===== config.mk =====
export PLATFORM = sky130hd
export DESIGN_NAME = server_shadow_variable_sync
export DESIGN_NICKNAME = d
export VERILOG_FILES = /design/src/svs_pkg.sv /design/src/svs_front.sv /design/src/svs_queue.sv /design/src/svs_back.sv /design/src/server_shadow_variable_sync.sv
export SDC_FILE = /design/constraint.sdc
export NUM_CORES = 1
export LEC_CHECK = 0
export BUFFER_PORTS_ARGS = -buffer_cell sky130_fd_sc_hd__clkbuf_2
export CORE_MARGIN = 2
export CORE_UTILIZATION = 55
export DETAILED_ROUTE_END_ITERATION = 16
export PLACE_DENSITY = 0.72
export SLEW_MARGIN = 30
export SYNTH_ARGS = -nofsm -noshare
export SYNTH_HDL_FRONTEND = slang
export SYNTH_HIERARCHICAL = 1
export SYNTH_SLANG_ARGS = --single-unit

===== constraint.sdc =====
create_clock -name clk_i -period 19 [get_ports clk_i]
set_input_delay 2.85 -clock clk_i [delete_from_list [all_inputs] [get_ports clk_i]]
set_output_delay 2.85 -clock clk_i [all_outputs]
set_load 0.005 [all_outputs]

===== src/svs_pkg.sv =====
// ----------------------------------------------------------------------------
// svs_pkg - shared types and constants of the shadow variable sync block
// Opcodes, event kinds, register indexes, configuration and queue entry
// types used by the front, queue and back parts.
// ----------------------------------------------------------------------------
`default_nettype none

package svs_pkg;

  // Input opcodes
  typedef enum logic [1:0] {
    OP_TICK   = 2'd0,
    OP_SERVER = 2'd1,
    OP_CLIENT = 2'd2,
    OP_UNUSED = 2'd3
  } op_e;

  // Result event kinds
  typedef enum logic [1:0] {
    EVT_VALUE  = 2'd0,
    EVT_ASSERT = 2'd1,
    EVT_SEND   = 2'd2
  } evt_kind_e;

  // Configuration register indexes
  localparam int unsigned CfgIdxW = 3;
  localparam logic [CfgIdxW-1:0] CFG_STALE_TIMEOUT = 3'd0;
  localparam logic [CfgIdxW-1:0] CFG_ASSERT_WAIT   = 3'd1;
  localparam logic [CfgIdxW-1:0] CFG_SEND_ENABLE   = 3'd2;
  localparam logic [CfgIdxW-1:0] CFG_SEND_WAIT     = 3'd3;
  localparam logic [CfgIdxW-1:0] CFG_INITIAL_VALUE = 3'd4;

  localparam int unsigned TimeW    = 32;
  localparam int unsigned EventW   = 32;
  localparam int unsigned MaxEvents = 4;
  localparam int unsigned EvIdxW   = 2;
  localparam int unsigned EvCntW   = 3;

  // Configuration as seen by the front and back
  typedef struct packed {
    logic [TimeW-1:0] stale_timeout;
    logic [TimeW-1:0] assert_wait;
    logic             send_enable;
    logic [TimeW-1:0] send_wait;
  } cfg_t;

  // Classified item held in the queue
  typedef struct packed {
    op_e              op;
    logic [TimeW-1:0] now;
    logic [TimeW-1:0] assert_dl;
    logic [TimeW-1:0] send_dl;
  } item_t;

  // One result event
  typedef struct packed {
    evt_kind_e         kind;
    logic [EventW-1:0] value;
    logic              equal;
    logic              stale;
    logic              last;
  } event_t;

endpackage

`default_nettype wire


===== src/svs_front.sv =====
// ----------------------------------------------------------------------------
// svs_front - input side of the shadow variable sync block
// Decodes the opcode, drops unused opcodes, masks the value and precomputes
// the assert and send deadlines for the queue.
// ----------------------------------------------------------------------------
`default_nettype none

module svs_front #(
  parameter int unsigned VALUE_WIDTH = 32
) (
  input  wire logic                         in_valid_i,
  output logic                              in_stall_o,
  input  wire logic [1:0]                   opcode_i,
  input  wire logic [svs_pkg::TimeW-1:0]    now_ms_i,
  input  wire logic [31:0]                  data_value_i,
  input  wire svs_pkg::cfg_t                cfg_i,
  output logic                              push_valid_o,
  input  wire logic                         push_full_i,
  output svs_pkg::item_t                    push_item_o,
  output logic [VALUE_WIDTH-1:0]            push_data_o
);
  import svs_pkg::*;

  op_e         op;
  logic [63:0] data_ext;

  // Decode opcode and mask the value to the stored width
  always_comb begin
    op       = op_e'(opcode_i);
    data_ext = 64'(data_value_i);
  end

  // Hold input while the queue is full; an unused opcode is taken and dropped
  assign in_stall_o   = push_full_i;
  assign push_valid_o = in_valid_i && (op != OP_UNUSED);
  assign push_data_o  = data_ext[VALUE_WIDTH-1:0];

  // Arm deadlines ahead of time; the user must make configuration changes only while idle, unchecked by the block
  always_comb begin
    push_item_o.op        = op;
    push_item_o.now       = now_ms_i;
    push_item_o.assert_dl = now_ms_i + cfg_i.assert_wait;
    push_item_o.send_dl   = now_ms_i + cfg_i.send_wait;
  end

endmodule

`default_nettype wire


===== src/svs_queue.sv =====
// ----------------------------------------------------------------------------
// svs_queue - two-entry queue between front and back
// Decouples input acceptance from event generation.
// ----------------------------------------------------------------------------
`default_nettype none

module svs_queue #(
  parameter int unsigned VALUE_WIDTH = 32
) (
  input  wire logic                   clk_i,
  input  wire logic                   rst_ni,
  input  wire logic                   push_valid_i,
  output logic                        full_o,
  input  wire svs_pkg::item_t         push_item_i,
  input  wire logic [VALUE_WIDTH-1:0] push_data_i,
  output logic                        pop_valid_o,
  input  wire logic                   pop_i,
  output svs_pkg::item_t              pop_item_o,
  output logic [VALUE_WIDTH-1:0]      pop_data_o
);
  import svs_pkg::*;

  item_t                  item_q [2];
  logic [VALUE_WIDTH-1:0] data_q [2];
  logic                   wr_ptr_q, wr_ptr_d;
  logic                   rd_ptr_q, rd_ptr_d;
  logic [1:0]             cnt_q, cnt_d;
  logic                   push, pop;

  assign full_o      = (cnt_q == 2'd2);
  assign pop_valid_o = (cnt_q != 2'd0);
  assign push        = push_valid_i && !full_o;
  assign pop         = pop_i && pop_valid_o;
  assign pop_item_o  = item_q[rd_ptr_q];
  assign pop_data_o  = data_q[rd_ptr_q];

  // Advance pointers and fill count
  always_comb begin
    wr_ptr_d = push ? ~wr_ptr_q : wr_ptr_q;
    rd_ptr_d = pop ? ~rd_ptr_q : rd_ptr_q;
    cnt_d    = cnt_q + {1'b0, push} - {1'b0, pop};
  end

  always_ff @(posedge clk_i or negedge rst_ni) begin
    if (!rst_ni) begin
      wr_ptr_q <= 1'b0;
      rd_ptr_q <= 1'b0;
      cnt_q    <= 2'd0;
    end else begin
      wr_ptr_q <= wr_ptr_d;
      rd_ptr_q <= rd_ptr_d;
      cnt_q    <= cnt_d;
    end
  end

  // Store entries
  always_ff @(posedge clk_i) begin
    if (push) begin
      item_q[wr_ptr_q] <= push_item_i;
      data_q[wr_ptr_q] <= push_data_i;
    end
  end

endmodule

`default_nettype wire


===== src/svs_back.sv =====
// ----------------------------------------------------------------------------
// svs_back - state and event side of the shadow variable sync block
// Applies one queued item to the shadow state and serializes the resulting
// events through an event buffer that doubles as the output register.
// ----------------------------------------------------------------------------
`default_nettype none

module svs_back #(
  parameter int unsigned VALUE_WIDTH = 32
) (
  input  wire logic                   clk_i,
  input  wire logic                   rst_ni,
  input  wire svs_pkg::cfg_t          cfg_i,
  input  wire logic                   pop_valid_i,
  output logic                        pop_o,
  input  wire svs_pkg::item_t         pop_item_i,
  input  wire logic [VALUE_WIDTH-1:0] pop_data_i,
  output logic                        out_valid_o,
  input  wire logic                   out_stall_i,
  output svs_pkg::event_t             out_event_o
);
  import svs_pkg::*;

  // Shadow state
  logic [VALUE_WIDTH-1:0] client_q, client_d;
  logic [VALUE_WIDTH-1:0] server_q, server_d;
  logic                   stale_q, stale_d;
  logic [TimeW-1:0]       last_srv_q, last_srv_d;
  logic [TimeW-1:0]       assert_dl_q, assert_dl_d;
  logic                   assert_done_q, assert_done_d;
  logic [TimeW-1:0]       send_dl_q, send_dl_d;
  logic                   send_done_q, send_done_d;

  // Event buffer
  event_t                 ev_q [MaxEvents];
  event_t                 ev_n [MaxEvents];
  logic [EvCntW-1:0]      cnt_q, cnt_n;
  logic [EvIdxW-1:0]      rd_q;

  logic                   xfer;
  logic                   load;
  logic [TimeW-1:0]       age;
  logic                   equal;
  logic [63:0]            cv_ext, sv_ext, dv_ext;
  logic [EventW-1:0]      val32;

  assign out_valid_o = (cnt_q != '0);
  assign out_event_o = ev_q[rd_q];
  assign xfer        = out_valid_o && !out_stall_i;
  assign load        = (cnt_q == '0) || ((cnt_q == EvCntW'(1)) && xfer);
  assign pop_o       = load && pop_valid_i;

  assign age    = pop_item_i.now - last_srv_q;
  assign equal  = (client_q == server_q);
  assign cv_ext = 64'(client_q);
  assign sv_ext = 64'(server_q);
  assign dv_ext = 64'(pop_data_i);

  // Apply the head item: next state and its list of events
  always_comb begin
    client_d      = client_q;
    server_d      = server_q;
    stale_d       = stale_q;
    last_srv_d    = last_srv_q;
    assert_dl_d   = assert_dl_q;
    assert_done_d = assert_done_q;
    send_dl_d     = send_dl_q;
    send_done_d   = send_done_q;
    cnt_n         = '0;
    val32         = cv_ext[EventW-1:0];
    for (int i = 0; i < MaxEvents; i++) begin
      ev_n[i] = '0;
    end

    unique case (pop_item_i.op)
      OP_TICK: begin
        // Mark stale after the timeout
        if ((age > cfg_i.stale_timeout) && !stale_q) begin
          stale_d = 1'b1;
          ev_n[cnt_n[EvIdxW-1:0]] = '{kind: EVT_VALUE, value: val32, equal: 1'b0,
                                      stale: 1'b1, last: 1'b0};
          cnt_n = cnt_n + EvCntW'(1);
        end
        // Reconcile with the server value at the assert deadline
        if ((pop_item_i.now > assert_dl_q) && !assert_done_q) begin
          val32 = sv_ext[EventW-1:0];
          if (!equal) begin
            client_d = server_q;
            ev_n[cnt_n[EvIdxW-1:0]] = '{kind: EVT_VALUE, value: val32, equal: 1'b0,
                                        stale: stale_d, last: 1'b0};
            cnt_n = cnt_n + EvCntW'(1);
          end
          ev_n[cnt_n[EvIdxW-1:0]] = '{kind: EVT_ASSERT, value: val32, equal: equal,
                                      stale: stale_d, last: 1'b0};
          cnt_n = cnt_n + EvCntW'(1);
          assert_done_d = 1'b1;
        end
        // Emit the delayed send
        if (cfg_i.send_enable && (pop_item_i.now > send_dl_q) && !send_done_q) begin
          ev_n[cnt_n[EvIdxW-1:0]] = '{kind: EVT_SEND, value: val32, equal: 1'b0,
                                      stale: stale_d, last: 1'b0};
          cnt_n = cnt_n + EvCntW'(1);
          send_done_d = 1'b1;
        end
      end
      OP_SERVER: begin
        server_d   = pop_data_i;
        stale_d    = 1'b0;
        last_srv_d = pop_item_i.now;
        if (assert_done_q && (client_q != pop_data_i)) begin
          client_d = pop_data_i;
          ev_n[0]  = '{kind: EVT_VALUE, value: dv_ext[EventW-1:0], equal: 1'b0,
                       stale: 1'b0, last: 1'b0};
          cnt_n    = EvCntW'(1);
        end
      end
      OP_CLIENT: begin
        client_d = pop_data_i;
        if (cfg_i.send_enable) begin
          send_dl_d   = pop_item_i.send_dl;
          send_done_d = 1'b0;
        end
        assert_dl_d   = pop_item_i.assert_dl;
        assert_done_d = 1'b0;
        if (client_q != pop_data_i) begin
          ev_n[0] = '{kind: EVT_VALUE, value: dv_ext[EventW-1:0], equal: 1'b0,
                      stale: stale_q, last: 1'b0};
          cnt_n   = EvCntW'(1);
        end
      end
      default: begin
        // Unused opcode never reaches the queue
      end
    endcase

    // Flag the final event of this item
    for (int i = 0; i < MaxEvents; i++) begin
      ev_n[i].last = (EvCntW'(i) + EvCntW'(1) == cnt_n);
    end
  end

  // Update shadow state on each popped item
  always_ff @(posedge clk_i or negedge rst_ni) begin
    if (!rst_ni) begin
      client_q      <= '0;
      server_q      <= '0;
      stale_q       <= 1'b0;
      last_srv_q    <= '0;
      assert_dl_q   <= '0;
      assert_done_q <= 1'b1;
      send_dl_q     <= '0;
      send_done_q   <= 1'b1;
    end else if (pop_o) begin
      client_q      <= client_d;
      server_q      <= server_d;
      stale_q       <= stale_d;
      last_srv_q    <= last_srv_d;
      assert_dl_q   <= assert_dl_d;
      assert_done_q <= assert_done_d;
      send_dl_q     <= send_dl_d;
      send_done_q   <= send_done_d;
    end
  end

  // Load a new event list or advance through the current one
  always_ff @(posedge clk_i or negedge rst_ni) begin
    if (!rst_ni) begin
      cnt_q <= '0;
      rd_q  <= '0;
    end else if (load) begin
      cnt_q <= pop_valid_i ? cnt_n : '0;
      rd_q  <= '0;
    end else if (xfer) begin
      cnt_q <= cnt_q - EvCntW'(1);
      rd_q  <= rd_q + EvIdxW'(1);
    end
  end

  always_ff @(posedge clk_i) begin
    if (pop_o) begin
      for (int i = 0; i < MaxEvents; i++) begin
        ev_q[i] <= ev_n[i];
      end
    end
  end

endmodule

`default_nettype wire


===== src/server_shadow_variable_sync.sv =====
// ----------------------------------------------------------------------------
// server_shadow_variable_sync - client shadow of a server-owned value
// Configuration registers, front decode, two-entry queue and back state.
// ----------------------------------------------------------------------------
// Path: an item goes into the queue and is popped into the event buffer, whose
//   head is the output register, when the buffer is empty or sends its last event.
// Events: the back unit passes the up to four events of an item out in order, and
//   holds them while the output stalls; an item with no event is popped without output.
// Reset: shadow state, control and configuration registers load their reset
//   values at once; queue and event buffer storage are not reset. The client copy
//   resets to zero, and a write to the initial_value index has no effect.
`default_nettype none

module server_shadow_variable_sync #(
  parameter int unsigned VALUE_WIDTH = 32
) (
  input  wire logic                        clk_i,
  input  wire logic                        rst_ni,
  input  wire logic                        cfg_we_i,
  input  wire logic [svs_pkg::CfgIdxW-1:0] cfg_idx_i,
  input  wire logic [31:0]                 cfg_data_i,
  input  wire logic                        in_valid_i,
  output logic                             in_stall_o,
  input  wire logic [1:0]                  opcode_i,
  input  wire logic [31:0]                 now_ms_i,
  input  wire logic [31:0]                 data_value_i,
  output logic                             out_valid_o,
  input  wire logic                        out_stall_i,
  output logic [1:0]                       event_kind_o,
  output logic [31:0]                      event_value_o,
  output logic                             assert_equal_o,
  output logic                             stale_flag_o,
  output logic                             last_event_o
);
  import svs_pkg::*;

  cfg_t                   cfg_q;
  logic                   push_valid;
  logic                   q_full;
  item_t                  push_item;
  logic [VALUE_WIDTH-1:0] push_data;
  logic                   pop_valid;
  logic                   pop;
  item_t                  pop_item;
  logic [VALUE_WIDTH-1:0] pop_data;
  event_t                 out_event;

  // Write configuration registers
  always_ff @(posedge clk_i or negedge rst_ni) begin
    if (!rst_ni) begin
      cfg_q.stale_timeout <= 32'd60000;
      cfg_q.assert_wait   <= 32'd5000;
      cfg_q.send_enable   <= 1'b0;
      cfg_q.send_wait     <= 32'd1000;
    end else if (cfg_we_i) begin
      unique case (cfg_idx_i)
        CFG_STALE_TIMEOUT: cfg_q.stale_timeout <= cfg_data_i;
        CFG_ASSERT_WAIT:   cfg_q.assert_wait   <= cfg_data_i;
        CFG_SEND_ENABLE:   cfg_q.send_enable   <= cfg_data_i[0];
        CFG_SEND_WAIT:     cfg_q.send_wait     <= cfg_data_i;
        CFG_INITIAL_VALUE: begin
          // A write to this index has no effect; the client copy resets to zero
        end
        default: begin
        end
      endcase
    end
  end

  svs_front #(
    .VALUE_WIDTH (VALUE_WIDTH)
  ) u_front (
    .in_valid_i   (in_valid_i),
    .in_stall_o   (in_stall_o),
    .opcode_i     (opcode_i),
    .now_ms_i     (now_ms_i),
    .data_value_i (data_value_i),
    .cfg_i        (cfg_q),
    .push_valid_o (push_valid),
    .push_full_i  (q_full),
    .push_item_o  (push_item),
    .push_data_o  (push_data)
  );

  svs_queue #(
    .VALUE_WIDTH (VALUE_WIDTH)
  ) u_queue (
    .clk_i        (clk_i),
    .rst_ni       (rst_ni),
    .push_valid_i (push_valid),
    .full_o       (q_full),
    .push_item_i  (push_item),
    .push_data_i  (push_data),
    .pop_valid_o  (pop_valid),
    .pop_i        (pop),
    .pop_item_o   (pop_item),
    .pop_data_o   (pop_data)
  );

  svs_back #(
    .VALUE_WIDTH (VALUE_WIDTH)
  ) u_back (
    .clk_i       (clk_i),
    .rst_ni      (rst_ni),
    .cfg_i       (cfg_q),
    .pop_valid_i (pop_valid),
    .pop_o       (pop),
    .pop_item_i  (pop_item),
    .pop_data_i  (pop_data),
    .out_valid_o (out_valid_o),
    .out_stall_i (out_stall_i),
    .out_event_o (out_event)
  );

  // Drive result fields
  assign event_kind_o   = out_event.kind;
  assign event_value_o  = out_event.value;
  assign assert_equal_o = out_event.equal;
  assign stale_flag_o   = out_event.stale;
  assign last_event_o   = out_event.last;

endmodule

`default_nettype wire


Word level (Yosys, flattened, before mapping). Memory sizes are Yosys's and may differ from the RTL's. Index checks and enable logic that the tools add are counted.

Add/sub/neg operators: 10. Order comparisons: 9. Eq/ne operators: 19. Multiplexer cells: 55. Bitwise gates (word level): 5. Reductions and logical operators: 40.

Operators with widths (number): $mux W148 (6); $bwmux W148 (3); $demux W37 S2 (3); $mux W32 (5); $mux W37 (4); $mux W111 (1); $pmux W37 S3 (1); $mux W35 (3); $gt A32 B32 Y1 (3); $pmux W32 S3 (1); $add A32 B32 Y32 (2); $eq A32 B32 Y1 (1); $ne A32 B32 Y1 (1); $sub A32 B32 Y32 (1); $mux W3 (10); $logic_and A1 B1 Y1 (14); $reduce_and A2 Y1 (7); $mux W1 (12); $add A3 B1 Y3 const B (3); $ge A3 B3 Y1 const B (3); $lt A3 B1 Y1 const B (3); $not A2 Y3 (3); $pmux W3 S3 (1); $reduce_bool A2 Y1 (4); other kinds (24) (43).

Register bits after elaboration: 269. Bits in writable memories: 408. Bits of input ports: 106. Output and inout port bits: 39. Word-level logic and storage cells: 158. Memories kept: 3.

Memory list: u_queue.item_q (words 2, width 98, rd ports 1, clocked after Yosys merged registers in 0, wr ports 1, RTL line svs_queue.sv:23) `item_t item_q [2];`; u_back.ev_q (words 4, width 37, rd ports 1, clocked after Yosys merged registers in 0, wr ports 4, RTL line svs_back.sv:35) `event_t ev_q [MaxEvents];`; u_queue.data_q (words 2, width 32, rd ports 1, clocked after Yosys merged registers in 0, wr ports 1, RTL line svs_queue.sv:24) `logic [VALUE_WIDTH-1:0] data_q [2];`.

Longest topological paths before layout. Gate-level depths: netlist of the first run. An unclocked memory read counts as a cell.

Depth after elaboration: 21. Mapped depth: 32. Depth with buffers taken out: 27.

By module. Netlist of the first run, hierarchy kept.

By module, submodules not included: svs_back (times used 1, cells an instance 1703, area each 19520.0 µm², seq. area each 8650.8 µm²); svs_queue (times used 1, cells an instance 423, area each 9957.0 µm², seq. area each 7907.6 µm²); server_shadow_variable_sync (times used 1, cells an instance 208, area each 3682.3 µm², seq. area each 2449.8 µm²); svs_front (times used 1, cells an instance 509, area each 3682.3 µm², seq. area each 0.0 µm²).

Worst setup path before layout of the first run. Ideal clock, no wire load.

Path type: input-to-reg. From: in in_valid_i. To: mem u_queue.data_q[0][0], enable pin. Setup time: 0.621 ns. Arrival: 8.577 ns. Required time: 18.379 ns. Setup slack: 9.802 ns. Cell stages on the path: 3. Path buffers: 0. Cell sequence: a21boi_0 -> nand2_1 -> nor2_1.

Cells in the longest elaborated chain, start to end: 4.

Ends and longest elaborated chain: start, declared (RTL line server_shadow_variable_sync.sv:22) `input wire logic in_valid_i,`; $logic_and A1 B1 Y1 (RTL line svs_front.sv:35) `assign push_valid_o = in_valid_i && (op != OP_UNUSED);`; $logic_and A1 B1 Y1 (RTL line svs_queue.sv:32) `assign push = push_valid_i && !full_o;`; $mux W1 (RTL line svs_queue.sv:58) `if (push) begin`; $mux W1 (implied by the code) (RTL line svs_queue.sv:60) `data_q[wr_ptr_q] <= push_data_i;`; end, declared (RTL line svs_queue.sv:24).

Every way passes these cells.

==> results of run 1 <==
-- placed cells by master (no fill, tap or decap), drive strengths merged, types with 48 or more instances in the layout --
cell | synthesis | final
inv | 159 | 163
xnor2 | 90 | 90
mux2 | 418 | 418
dfrtp | 249 | 249
xor2 | 65 | 65
ha | 202 | 202
and3 | 48 | 48
nand2 | 117 | 117
clkbuf | 80 | 250
edfxtp | 408 | 408
a21oi | 106 | 106
a211oi | 52 | 52
o21ai | 76 | 76
nor2 | 114 | 114
-- per-layer routing --
| metal | vias to the layer above | part of all wire [%] |
|---|---|---|
| met5 | - | 0 |
| met2 | 851 | 50 |
| met4 | 0 | 3.5 |
| met3 | 203 | 5.6 |
| li1 | 10666 | - |
| met1 | 11680 | 41 |
-- critical path, stage by stage, from the launching register on --
cell	delay (ns)
dfrtp_4	1.02
buf_4	0.70
mux2_4	0.35
inv_1	0.11
ha_1	0.20
inv_1	0.06
fa_1	0.42
a211oi_1	0.30
o21ai_1	0.18
nand4_1	0.16
o21ai_1	0.11
a31oi_1	0.52
o21ai_0	0.19
xor2_1	0.18
ha_1	0.19
a211o_1	0.28
o211ai_1	0.08
a21oi_1	0.08
a2111oi_0	0.62
o22ai_2	0.22
nand3_4	0.24
inv_1	0.12
ha_1	0.55
nand2_1	0.12
o21ba_2	0.30
o22ai_1	0.09
and2_2	0.52
a221o_1	0.42
-- final cells by class --
cell class | count | area [um^2]
Sequential cell | 677 | 19000
Timing Repair Buffer | 170 | 985
Tap cell | 864 | 1080
Inverter | 160 | 606
Fill cell | 4974 | 25900
Clock inverter | 28 | 277
Multi-Input combinational cell | 1792 | 16100
Clock buffer | 107 | 2000
-- report_power, final --
group          internal (mW)  switching (mW)
Clock                  0.777           0.577
Sequential              2.21           0.339
Combinational           1.58            2.15
Total                   4.56            3.07
-- worst max path at each step --
stage                     start  slack (ns)                    to
6_report       u_queue/rd_ptr_q       10.26     u_back/ev_q[0][4]
5_1_grt        u_queue/rd_ptr_q        9.63    u_back/ev_q[0][29]
4_1_cts        u_queue/rd_ptr_q       10.32     u_back/ev_q[0][3]
3_5_place_dp   u_queue/rd_ptr_q       10.35    u_back/ev_q[0][23]
3_3_place_gp   u_queue/rd_ptr_q       10.27    u_back/ev_q[0][28]
2_1_floorplan        in_valid_i        9.80  u_queue/data_q[0][0]
-- cells by family after synthesis --
| kind of cell | share of synthesized area, % |
|---|---|
| buffers and inverters | 4.98 |
| AOI/OAI and AO/OA | 8.89 |
| adders and majority gates | 7.02 |
| and+or+nand+nor | 6.93 |
| DFF | 51.6 |
| xor gates and xnor gates | 3.68 |
| muxes | 16.9 |
-- registers in the layout, summed over array words and instances, names as in the netlist --
signal and cells:
u_back/assert_dl_q 32, u_queue/wr_ptr_q 1, u_back/assert_done_q 1, u_queue/data_q 64, u_back/send_dl_q 32, u_queue/rd_ptr_q 1, u_queue/item_q 196, u_back/ev_q 148
u_back/client_q 32, u_back/cnt_q 3, u_back/send_done_q 1, u_queue/cnt_q 2, cfg_q 97, u_back/rd_q 2, u_back/server_q 32, u_back/last_srv_q 32
u_back/stale_q 1
==> run metrics, run 1 <==
largest area contributor in the netlist edfxtp_1; drt first-iter violations 1918; CTS tree done; I/O pin count 145; VDD IR-drop max 0.191 mV; placed cell areas 37800 um^2; Chip Width 263 um; final design area excluding fillers 40100 um^2; final WL 88.5 mm; Worst Skew 0.0188 ns; max_slew headroom 32.1%; Final setup viols 0; Rows 94; Num CTS Buffers 73; worst skew pair latency 0.62 ns; Final ANT Viol Nets 0; Leak Pwr 16.3 nW; fin crit period 8.74 ns; final hold violation count 0; share of the synthesized area in the top cell type 33.3%; clock sinks 677; final non-filler cell total 3798; fraction of registers with async set/reset 39.7%; Post-Synthesis Net Count 3154; global-route usage over all layers 25.6%; Synth area leaders edfxtp_1 33%, dfrtp_1 17%, mux2_2 8.9%; Most Crowded Layer GR met2; H-tree depth 3; routed via count 23400; hpwl dp 61.3 mm; drt pass-1 iters 5; Placer Congestion 0.878; WL per Instance 23.3 um; placed cells 3663; largest net degree at the start of global routing 101; layout cells sized above 1 25.9%; root buffer cell clkbuf_16; GR Util met1 32.8%; Tcrit/Tclk final 46.0%; Tightest Pin Transition 1.02 ns; P per Cell Area 190 nW/um^2; # hold bufs at CTS 0; antenna diode count 0; post-cts sizing count 0; R2R Setup Slk 10.26 ns; Worst Hold End cfg_q[94]; status completed; port buffer count 144; most instantiated cells after synthesis 408 x edfxtp_1, 291 x mux2_2, 249 x dfrtp_1; r2r startpoint u_queue/rd_ptr_q; Worst Setup Slack, final 10.26 ns; Crit Reg-Reg Endpoint u_back/ev_q[0][4]; post-synthesis cell type count 101; worst slack, placed 10.35 ns; Setup crit end kind register; global route overflow 0; Area growth, synth to finish 8.77%; RSZ-0062 raised after global routing false; worst hold start cfg_q[94]; top_reg_cell synth edfxtp_1; fmax 114 MHz; mapped cell area 36800 um^2; Residual DRC 0; met2 Use GR 44.7%; Post-Syn Area per Cell 13.0 um^2; initial antenna violation count 1; drt via density 6.16; first-pass GRT wire length 138 mm; Clock Pin Slew Worst Setup and Hold Paths 0.06 ns; Startpoint Class register; crit path DAT 9.09 ns; max-cap violation count 0; Total Nets Final 3185; vias in the first global route 23902; count leader, synth edfxtp_1; number of synthesized register bits 677; EDFF count, synth 408; routing usage on met3 3.30%; Syn. warnings 6; Min Hold Slack 0.493 ns; crit path kind register to register; CP Max Fanout 48; core area 66000 um^2; Initial Utilization 55.8%; CTS Buffer Depth 3; die area 69100 um^2; Die Y 263 um; Gate Count Post-Synth 2843; HP Class register to register; Crit path required time 19.36 ns; hold depth 1; Setup TNS 0 ns; worst-case reg-to-reg path depth 27; Slew Limit Fails 0; post-synthesis sequential area ratio 51.6%; postcts setup bufs 0; Total Power 7.63 mW; Final Util 60.7%
(Power assumes the default switching activity.)
==> run 2, diff against run 1 <==
ABC_AREA = 1   (was default)
clock period = 9.1 ns   (was 19 ns; I/O delays follow)
==> run metrics, run 2 <==
post-cts sizing count 0 (unchanged); postcts setup bufs 0 (unchanged); Startpoint Class register; Crit Reg-Reg Endpoint u_back/ev_q[0][0]; most frequent cells in the layout 1744 x nand2_1, 547 x inv_1, 408 x edfxtp_1, 337 x nor2_1, 261 x a21oi_1; port buffer count 144 (unchanged); Slew Limit Fails 0 (unchanged); CTS tree done; Total Nets Final 5299 (+66%); max-cap violation count 0 (unchanged); VDD IR-drop max 0.354 mV (+85%); Post-Syn Area per Cell 8.04 um^2 (-38%); Rows 98 (+4.3%); global-route usage over all layers 28.6% (+3.0 points); drt first-iter violations 3440 (+79%); H-tree depth 3 (unchanged); r2r startpoint u_queue/rd_ptr_q; EDFF count, synth 408 (unchanged); worst-case reg-to-reg path depth 27 (unchanged); largest area contributor in the netlist edfxtp_1; clock sinks 677 (unchanged); worst skew pair latency 0.63 ns (about the same); # hold bufs at CTS 0 (unchanged); HP Class register to register; Tightest Pin Transition 0.989 ns (-0.0270 ns); most instantiated cells after synthesis 1747 x nand2_1, 551 x inv_1, 408 x edfxtp_1; CP Max Fanout 56 (+17%); count leader, synth nand2_1; Tcrit/Tclk final 79.4% (+33 points); initial antenna violation count 0 (-1); R2R Setup Slk 1.88 ns (-8.39 ns); placed cell areas 40800 um^2 (+8.1%); fin crit period 7.22 ns (-1.51 ns); top_reg_cell synth edfxtp_1; post-synthesis sequential area ratio 47.4% (-4.2 points); largest reg by FF count u_queue/item_q; hpwl dp 76.6 mm (+25%); Final Util 60.1% (-0.61 points); hold depth 2 (+1); final-layout fill cell count 6446 (+30%); Final ANT Viol Nets 0 (unchanged); Crit path required time 9.56 ns (-9.80 ns); Num CTS Buffers 73 (unchanged); final design area excluding fillers 43200 um^2 (+7.8%); fmax 138 MHz (+21%); Gate Count Post-Synth 4989 (+75%); I/O pin count 145 (unchanged); Setup TNS 0 ns (unchanged); crit path kind register to register; Leak Pwr 20.8 nW (+28%); post-synthesis cell type count 56 (-45%); Residual DRC 0 (unchanged); routed via count 32819 (+40%); number of synthesized register bits 677 (unchanged); Total Power 16.0 mW (+110%); max_slew headroom 33.8% (+1.7 points); layout cells sized above 1 8.36% (-18 points); Synth area leaders edfxtp_1 31%, nand2_1 16%, dfrtp_1 16%; Min Hold Slack 0.465 ns (-0.0277 ns); root buffer cell clkbuf_16; WL per Instance 17.9 um (-23%); critical path launch point u_queue/rd_ptr_q; Final setup viols 0 (unchanged); Setup crit end kind register; Die Y 274 um (+4.2%); status completed; final hold violation count 0 (unchanged); Clock Pin Slew Worst Setup and Hold Paths 0.06 ns (about the same); crit path DAT 7.68 ns (-1.41 ns); P per Cell Area 370 nW/um^2 (+94%); Placer Congestion 0.953 (+8.5%); share of the synthesized area in the top cell type 30.6% (-2.7 points); Worst Hold End cfg_q[36]; Area growth, synth to finish 7.75%; Syn. warnings 6 (unchanged); worst hold start cfg_q[36]; Post-Synthesis Net Count 5300 (+68%); max FFs per register 196 (unchanged); drt via density 5.47 (-11%); fraction of registers with async set/reset 39.7% (unchanged); CTS Buffer Depth 3 (unchanged); first-pass GRT wire length 168 mm (+22%); Worst Skew 0.0206 ns (+0.00179 ns); core area 71900 um^2 (+8.9%); RSZ-0062 raised after global routing false; mapped cell area 40100 um^2 (+8.8%); global route overflow 0 (unchanged); die area 75100 um^2 (+8.7%); largest net degree at the start of global routing 157 (+55%); drt pass-1 iters 6 (+1); biggest regs u_queue/item_q (196), u_back/ev_q (148), cfg_q (97); Chip Width 274 um (+4.2%); vias in the first global route 30628 (+28%); commonest non-fill, non-tap cell in the layout nand2_1; antenna diode count 0 (unchanged); final WL 107 mm (+21%); Initial Utilization 55.8% (about the same)
-- run 2: cell count changes after synthesis, sizes merged, moves of 167 or more --
| cell | before | now |
|---|---|---|
| inv | 159 | 561 |
| nand2 | 117 | 1788 |
| nor2 | 114 | 350 |
| o21ai | 76 | 303 |
| nand3 | 27 | 265 |
| mux2 | 418 | 2 |
| a21oi | 106 | 273 |
-- run 2: worst max-delay path: stages, from the launching register on --
cell	delay (ns)
dfrtp_4	0.60
buf_4	0.59
nand2_1	0.14
nand2_1	0.20
ha_1	0.25
nand2_1	0.14
nor4_1	0.47
nand2_1	0.09
o211ai_1	0.35
a21oi_1	0.22
o21ai_0	0.26
xor2_1	0.16
inv_1	0.05
ha_1	0.27
nand2_1	0.07
nor2_1	0.14
nand2_1	0.14
nor4_2	0.24
nand3_1	0.17
nand3_2	0.23
inv_2	0.06
ha_1	0.37
clkinv_1	0.55
nand3_2	0.66
nand2_1	0.17
inv_1	0.13
nor2_1	0.05
nor3b_1	0.22
-- run 2: how the worst max path moves through the flow --
stage / to / slack, ns / cells after the start
after global placement: u_back/ev_q[0][0] / 2.05 / 32
after CTS: u_back/ev_q[0][0] / 1.90 / 27
after global routing: u_back/ev_q[1][0] / 1.34 / 27
after detailed placement: u_back/ev_q[0][0] / 1.96 / 27
final: u_back/ev_q[0][0] / 1.88 / 27
after floorplan: u_queue/data_q[1][0] / 1.38 / 3
-- run 2: where the power goes --
part	switching, mW	internal, mW	total [mW]
logic	5.92	2.50	8.42
registers	0.363	4.32	4.68
clock network	1.24	1.64	2.88
total	7.52	8.46	16.0
-- run 2: area by class of cell --
type	instances	area, um^2	area share (%)
flip-flops and latches	677	19000	44.0
clock buffers	104	2020	4.67
inverters	564	2130	4.94
well taps	950	1190	2.75
clock inverters	30	275	0.637
multi-input cells	3493	17500	40.6
repair buffers	179	1050	2.43
-- run 2: per-stage QoR --
stage	instances	setup WS [ns]
after floorplan	4989	1.38
after global placement	5861	2.05
after detailed placement	5861	1.96
after CTS	5995	1.90
after global routing	5997	1.34
final	5997	1.88
-- run 2: cells by family (layout without fill, tap and decap cells) --
| group | count (synthesis) | in the layout | share of synthesized area, % |
|---|---|---|---|
| adders and majority gates | 205 | 205 | 6.45 |
| and+or+nand+nor | 2525 | 2525 | 26.2 |
| DFF | 677 | 677 | 47.4 |
| buffers and inverters | 819 | 877 | 9.01 |
| xor gates and xnor gates | 85 | 85 | 1.86 |
| muxes | 2 | 2 | 0.0562 |
| AOI/OAI and AO/OA | 676 | 676 | 9.05 |
-- run 2: metal layers --
metal  wire (um)  global-route usage [%]  up-vias
met5           0                       0        -
met4        3350                    9.48        0
li1            -                       -    16131
met1       44800                    38.4    15301
met3        7490                    3.43      189
met2       51600                    48.4     1198
